[src/design/popc_pkg.sv]
// shared types and constants for the path obstacle proximity checker
// no dependencies; used by popc_within and the top level
package popc_pkg;

    // item kinds on the input channel
    localparam int KIND_W = 3;
    localparam logic [KIND_W-1:0] KIND_CLEAR    = 3'd0;
    localparam logic [KIND_W-1:0] KIND_OBSTACLE = 3'd1;
    localparam logic [KIND_W-1:0] KIND_PATH     = 3'd2;
    localparam logic [KIND_W-1:0] KIND_MISSION  = 3'd3;
    localparam logic [KIND_W-1:0] KIND_EMPTY    = 3'd4;

    // result kinds
    localparam logic RES_VERDICT = 1'b0;
    localparam logic RES_GOAL    = 1'b1;

    // register indexes
    localparam int CFG_IDX_W = 3;
    localparam logic [CFG_IDX_W-1:0] REG_PATH_LIMIT  = 3'd0;
    localparam logic [CFG_IDX_W-1:0] REG_CAR_LIMIT   = 3'd1;
    localparam logic [CFG_IDX_W-1:0] REG_HIT_LIMIT   = 3'd2;
    localparam logic [CFG_IDX_W-1:0] REG_ACC_MISSION = 3'd3;
    localparam logic [CFG_IDX_W-1:0] REG_GOAL_X      = 3'd4;
    localparam logic [CFG_IDX_W-1:0] REG_GOAL_Y      = 3'd5;
    localparam logic [CFG_IDX_W-1:0] REG_GOAL_RADIUS = 3'd6;

    // field widths
    localparam int LIM_W     = 16;
    localparam int MISSION_W = 8;
    localparam int HLIM_W    = 8;
    localparam int HIT_W     = 9;
    localparam logic [HIT_W-1:0] HIT_MAX = 9'd511;

    // register reset values
    localparam logic [LIM_W-1:0]     PATH_LIMIT_RST  = 16'd179;
    localparam logic [LIM_W-1:0]     CAR_LIMIT_RST   = 16'd2560;
    localparam logic [HLIM_W-1:0]    HIT_LIMIT_RST   = 8'd1;
    localparam logic [MISSION_W-1:0] ACC_MISSION_RST = 8'd5;
    localparam int                   GOAL_X_RST      = 157184;
    localparam int                   GOAL_Y_RST      = -142080;
    localparam logic [LIM_W-1:0]     GOAL_RADIUS_RST = 16'd768;

endpackage

[src/design/popc_within.sv]
// pipelined distance test: |a-b|^2 < lim^2, result registered after the sum and compare stage
// depends on popc_pkg
module popc_within #(
    parameter int COORD_BITS = 24
) (
    input  logic                          clk,
    input  logic signed [COORD_BITS-1:0]  a_x,
    input  logic signed [COORD_BITS-1:0]  a_y,
    input  logic signed [COORD_BITS-1:0]  b_x,
    input  logic signed [COORD_BITS-1:0]  b_y,
    input  logic [popc_pkg::LIM_W-1:0]    lim,
    output logic                          ok
);
    import popc_pkg::*;

    localparam int DW = COORD_BITS + 1;
    localparam int CW = (DW > LIM_W) ? DW : LIM_W;
    localparam int SQ_W = 2 * LIM_W;

    logic signed [DW-1:0] dx;
    logic signed [DW-1:0] dy;
    logic [DW-1:0]        ax;
    logic [DW-1:0]        ay;

    logic [CW-1:0]        abs_x_reg;
    logic [CW-1:0]        abs_y_reg;
    logic [LIM_W-1:0]     lim_reg;
    logic                 range_reg;
    logic [SQ_W-1:0]      sqx_reg;
    logic [SQ_W-1:0]      sqy_reg;
    logic [SQ_W-1:0]      limsq_reg;
    logic                 ok_reg;
    logic [SQ_W:0]        sum;

    // stage 1: absolute differences
    assign dx = DW'(a_x) - DW'(b_x);
    assign dy = DW'(a_y) - DW'(b_y);
    assign ax = dx[DW-1] ? $unsigned(-dx) : $unsigned(dx);
    assign ay = dy[DW-1] ? $unsigned(-dy) : $unsigned(dy);

    always_ff @(posedge clk)
    begin
        abs_x_reg <= CW'(ax);
        abs_y_reg <= CW'(ay);
        lim_reg   <= lim;
    end

    // stage 2: range check and squares
    always_ff @(posedge clk)
    begin
        range_reg <= (abs_x_reg < CW'(lim_reg)) && (abs_y_reg < CW'(lim_reg));
        sqx_reg   <= abs_x_reg[LIM_W-1:0] * abs_x_reg[LIM_W-1:0];
        sqy_reg   <= abs_y_reg[LIM_W-1:0] * abs_y_reg[LIM_W-1:0];
        limsq_reg <= lim_reg * lim_reg;
    end

    // stage 3: sum and compare
    assign sum = {1'b0, sqx_reg} + {1'b0, sqy_reg};

    always_ff @(posedge clk)
    begin
        ok_reg <= range_reg && (sum < {1'b0, limsq_reg});
    end

    assign ok = ok_reg;

endmodule

[config.mk]
export PLATFORM = sky130hd
export DESIGN_NAME = popc_within
export DESIGN_NICKNAME = d
export VERILOG_FILES = /design/src/design/popc_pkg.sv /design/src/design/popc_within.sv
export SDC_FILE = /design/constraint.sdc
export NUM_CORES = 2
export LEC_CHECK = 0
export BUFFER_PORTS_ARGS = -buffer_cell sky130_fd_sc_hd__buf_2
export CAP_MARGIN = 20
export CORE_ASPECT_RATIO = 1.4
export CORE_UTILIZATION = 45
export DETAILED_ROUTE_END_ITERATION = 16
export GPL_ROUTABILITY_DRIVEN = 0
export REMOVE_ABC_BUFFERS = 1
export SLEW_MARGIN = 15
export SYNTH_ARGS = -nofsm -noshare
export SYNTH_HDL_FRONTEND = slang
export SYNTH_SLANG_ARGS = --single-unit
[constraint.sdc]
create_clock -name clk -period 8.4 [get_ports clk]
set_input_delay 0 -clock clk [delete_from_list [all_inputs] [get_ports clk]]
set_output_delay 0 -clock clk [all_outputs]
set_load 0.01 [all_outputs]
== Word level (Yosys, flattened, before mapping) ==
Cells that the tools add are included.

* Add/subtract/negate cells: 5
* $mul: 3
* Magnitude comparators: 3
* Muxes and demuxes: 2
* Reductions and logical operators: 2

{| class="wikitable"
|+ Operators with widths
! kind !! number
|-
| $mul A16 B16 Y32 || 3
|-
| $lt A25 B16 Y1 || 2
|-
| $neg A25 Y25 || 2
|-
| $sub A24 B24 Y25 || 2
|-
| $mux W24 || 2
|-
| $add A32 B32 Y33 || 1
|-
| $lt A33 B32 Y1 || 1
|-
| $logic_and A1 B1 Y1 || 2
|}

* Register bits after elaboration: 164
* Input port bits: 113
* Logic and storage cells: 25

== Depth between registers and ports, before layout ==
* Depth in word-level cells: 3
* Depth in mapped cells: 26
* Gate-level depth less buffers: 25

== Worst setup path after synthesis ==
Ideal clock, no wire load.

* Kind: reg2reg
* Start: register abs_y_reg[8]
* End: register sqy_reg[30]
* Arrival time: 6,317 ps
* Required time: 8,328 ps
* Path slack: 2,010 ps
* Cell stages (with the launch flop): 27
* Buffers on the path: 1
* Cells stage by stage: dfxtp_1 clkbuf_1 nand2_1 inv_1 fa_1 inv_1 fa_1 inv_1 fa_1 inv_1 fa_1 inv_1 fa_1 inv_1 fa_1 inv_1 ha_1 a21o_1 a21o_1 a21o_1 a2111oi_0 nor2_1 a41oi_1 a21oi_1 a41o_1 o211ai_1 xnor2_1

* Cells in the longest elaborated chain, start to end: 1

{| class="wikitable"
|+ Ends and longest elaborated chain
! element !! line !! text
|-
| start: declaration || popc_within.sv:26 || <nowiki>logic [CW-1:0] abs_y_reg;</nowiki>
|-
| start signal: assignment || popc_within.sv:44 || <nowiki>abs_y_reg <= CW'(ay);</nowiki>
|-
| $mul A16 B16 Y32 || popc_within.sv:53 || <nowiki>sqy_reg <= abs_y_reg[LIM_W-1:0] * abs_y_reg[LIM_W-1:0];</nowiki>
|-
| end signal: assignment || popc_within.sv:53 ||
|-
| end: declaration || popc_within.sv:30 || <nowiki>logic [SQ_W-1:0] sqy_reg;</nowiki>
|}

Every way passes these cells.
A chain may end at the register's enable or synchronous reset.

== Worst setup path after layout ==
* Start: register lim_reg[12]
* End: register limsq_reg[31]

* Cells in the longest elaborated chain, start to end: 1

{| class="wikitable"
|+ Ends and longest elaborated chain
! element !! line !! text
|-
| start: declaration || popc_within.sv:27 || <nowiki>logic [LIM_W-1:0] lim_reg;</nowiki>
|-
| start signal: assignment || popc_within.sv:45 || <nowiki>lim_reg <= lim;</nowiki>
|-
| $mul A16 B16 Y32 || popc_within.sv:54 || <nowiki>limsq_reg <= lim_reg * lim_reg;</nowiki>
|-
| end signal: assignment || popc_within.sv:54 ||
|-
| end: declaration || popc_within.sv:31 || <nowiki>logic [SQ_W-1:0] limsq_reg;</nowiki>
|}

Every way passes these cells.

==> out/metrics.yaml <==
initial_core_util: 0.456
grt_start_max_net_pins: 25
netlist_top_cells_area: "fa_1, ha_1, inv_1, dfxtp_1, xnor2_1"
max_stage_delay_ns: 0.62
critPathSlowestCell: "dfxtp_1"
antenna_cells: 0
timing.critical_path.fanout_max: 10
startpoint: "lim_reg[12]"
syn_area_sq_um: 31000
timing_hold_violations_final: 0
synth_enable_flop_cells: 0
cp.required_ns: 8.81
max-clock-path-buffers: 2
worst_hold_path_type: "in2reg"
fin_setup_tns_ns: 0
worst_slack_after_detailed_placement_ns: 1.08
starting_drt_drc_count: 934
postRouteWirelength_um: 73100
htree_num_levels: 4
route.vias.total: 22980
final_min_period_over_clock_period: 0.874
grt_setup_unrepaired: "no"
wire_per_inst_um: 16.0
synth.most_common_cell: "inv_1"
synth_top_cell_area_share: 0.315
crit_chain: "clkinv_1, nor2_1, ha_1, xor2_1, fa_1, inv_1, fa_1, fa_1, fa_1, inv_1, fa_1, inv_1, ha_1, a21oi_1, o21bai_1, a21oi_1, nor2_1, o31ai_1, a21oi_1, o41ai_1, o2111ai_1, a21oi_1, xnor2_1"
finalWorstSetupSlack_ns: 1.06
antenna_left: 0
slew_viol_final: 0
crit_path_start_kind: "flop"
yosys.cell_types.count: 71
synth_top_cells_by_count: "inv_1, fa_1, ha_1, nand2_1, nor2_1"
worst-r2r-setup-slack_ns: 1.06
critical_path.endpoint: "limsq_reg[31]"
numCtsBuffers: 17
max-slew-margin-rel: 0.288
grt_usage: 0.221
critPathCaptureType: "flop"
tritoncts_num_sinks: 161
worst_ep_arrival_time_ns: 7.75
synth_sequential_area_ratio: 0.104
avgSynthCellArea_sq_um: 8.76
grt_overflow: 0
coreArea_sq_um: 68000
clock_insertion_delay_worst_skew_ns: 0.48
crit-reg2reg-capture: "limsq_reg[31]"
final-setup-viol-count: 0
reg2regPathDepth: 23
buffer_ports.inserted: 113
vias_in_the_first_global_route: 24278
ys_ff_latch: 161
layout.cells.non_filler: 4578
final.min_clock_period_ns: 7.34
crit_path_frequent_cell: "fa_1"
post_synth_inst_count: 3539
rows: 113
clock_tree.root_cell: "clkbuf_16"
run_status: "finished, final reports clean"
yosys_most_used_dff: "dfxtp_1"
grt_antenna_before_repair: 0
die-area_sq_um: 69900
finalHoldWorstSlack_ns: 0.0560
design.final.nets: 4691
placed_cells_incl_taps: 4524
synth_top_area_cell: "fa_1"
clock_tree_from_tritoncts: "done"
count_of_maximum_capacitance_violations: 0
worst_pin_slew_ns: 1.06
syn2layout_area_growth_pct: 7.97
cts.clk_slew.worst_paths_ns: 0.09
synthArstFlopShare: 0
chipHeight_um: 312
post_cts_resized: 0
drt_pre_antenna_iters: 5
timing.clock.skew_ns: 0.0259
detailedPlacementHpwl_um: 61900
drc_errors: 0
critical_path_class: "reg2reg"
ioPinCount: 114
ys.warnings.count: 0
route.detailed.vias_per_inst: 5.02
die_x_um: 224
r2r-start: "lim_reg[12]"
grt_first_pass_wirelength_um: 122000
fraction_of_final_layout_cells_with_drive_strength_greater_than_1: 0.0588
fmaxAchievable_ghz: 0.136
==> cell usage in the layout (no fill, tap or decap), types with 6 or more instances in the layout <==
cell             n
o21ai_0         68
nor3_1          43
o21bai_1        23
inv_1          864
xor2_1          67
a211oi_1        21
buf_4           23
a21boi_0         6
nand2_1        281
a311oi_1         6
nand4_1         19
o21a_1          33
nor2b_1         28
dlygate4sd3_1   21
clkbuf_16       17
a21o_1          79
dfxtp_1        161
or3_1           11
fa_1           488
nand3_1         39
ha_1           445
nor4_1          13
o31ai_1         11
a31o_2          11
o31a_1           6
nand2b_1        24
a31oi_1         21
buf_2          114
xnor2_1        135
a21oi_1        131
and3_1          23
and2_1          98
or2_2           14
nor2_1         205
==> logic make-up after synthesis <==
logic type | count (synthesis) | synth area share
compound gates | 481 | 0.104
xor+xnor | 202 | 0.0571
fa+ha+maj | 933 | 0.495
buf+inv | 941 | 0.114
flops | 161 | 0.104
mux | 4 | 0.00145
simple gates | 817 | 0.124
==> worst max-delay path: cells and delay by family (launching register included) <==
kind | cells | cell delay (ns)
simple gates | 2 | 0.42
fa+ha+maj | 7 | 3.13
xor+xnor | 2 | 0.32
compound gates | 8 | 2.01
flops | 1 | 0.62
buf+inv | 4 | 0.75
==> stage by stage <==
step           instance area, sq um  utilization
2_1_floorplan                 30700            -
3_3_place_gp                  32600        0.479
3_5_place_dp                  32600        0.480
4_1_cts                       33400        0.492
5_1_grt                       33500        0.492
6_report                      33500        0.492
==> worst min-delay path by stage <==
stage	end	cells past startpoint	slack [ns]	from
final	abs_x_reg[1]	4	0.06	b_x[1]
after global routing	abs_x_reg[1]	4	0.09	b_x[1]
after CTS	abs_x_reg[1]	4	0.04	b_x[1]
after detailed placement	lim_reg[0]	1	0.10	lim[0]
after global placement	lim_reg[11]	1	0.10	lim[11]
after floorplan	lim_reg[0]	0	0.03	lim[0]
==> per-layer routing <==
metal  GRT usage  wire length (um)
met2       0.406             38100
met3      0.0171              1530
met4      0.0769              2450
met1       0.269             31000
met5           0                 0
==> layout make-up <==
| cell class | count | area (sq um) |
|---|---|---|
| timing repair buffer | 159 | 965 |
| multi-input combinational | 2437 | 24200 |
| clock inverter | 15 | 190 |
| fill | 6612 | 34600 |
| tap | 920 | 1150 |
| sequential | 161 | 3220 |
| inverter | 869 | 3260 |
| clock buffer | 17 | 425 |
==> what timing repair did <==
| action | 4_1_cts | 5_1_grt |
|---|---|---|
| hold buffers | 21 | 0 |
| setup buffers | 0 | 0 |
| hold endpoints to repair | 19 | 0 |
Power is not shown: default switching activity piles up to over one toggle a cycle in this logic, so the estimate is an artifact.
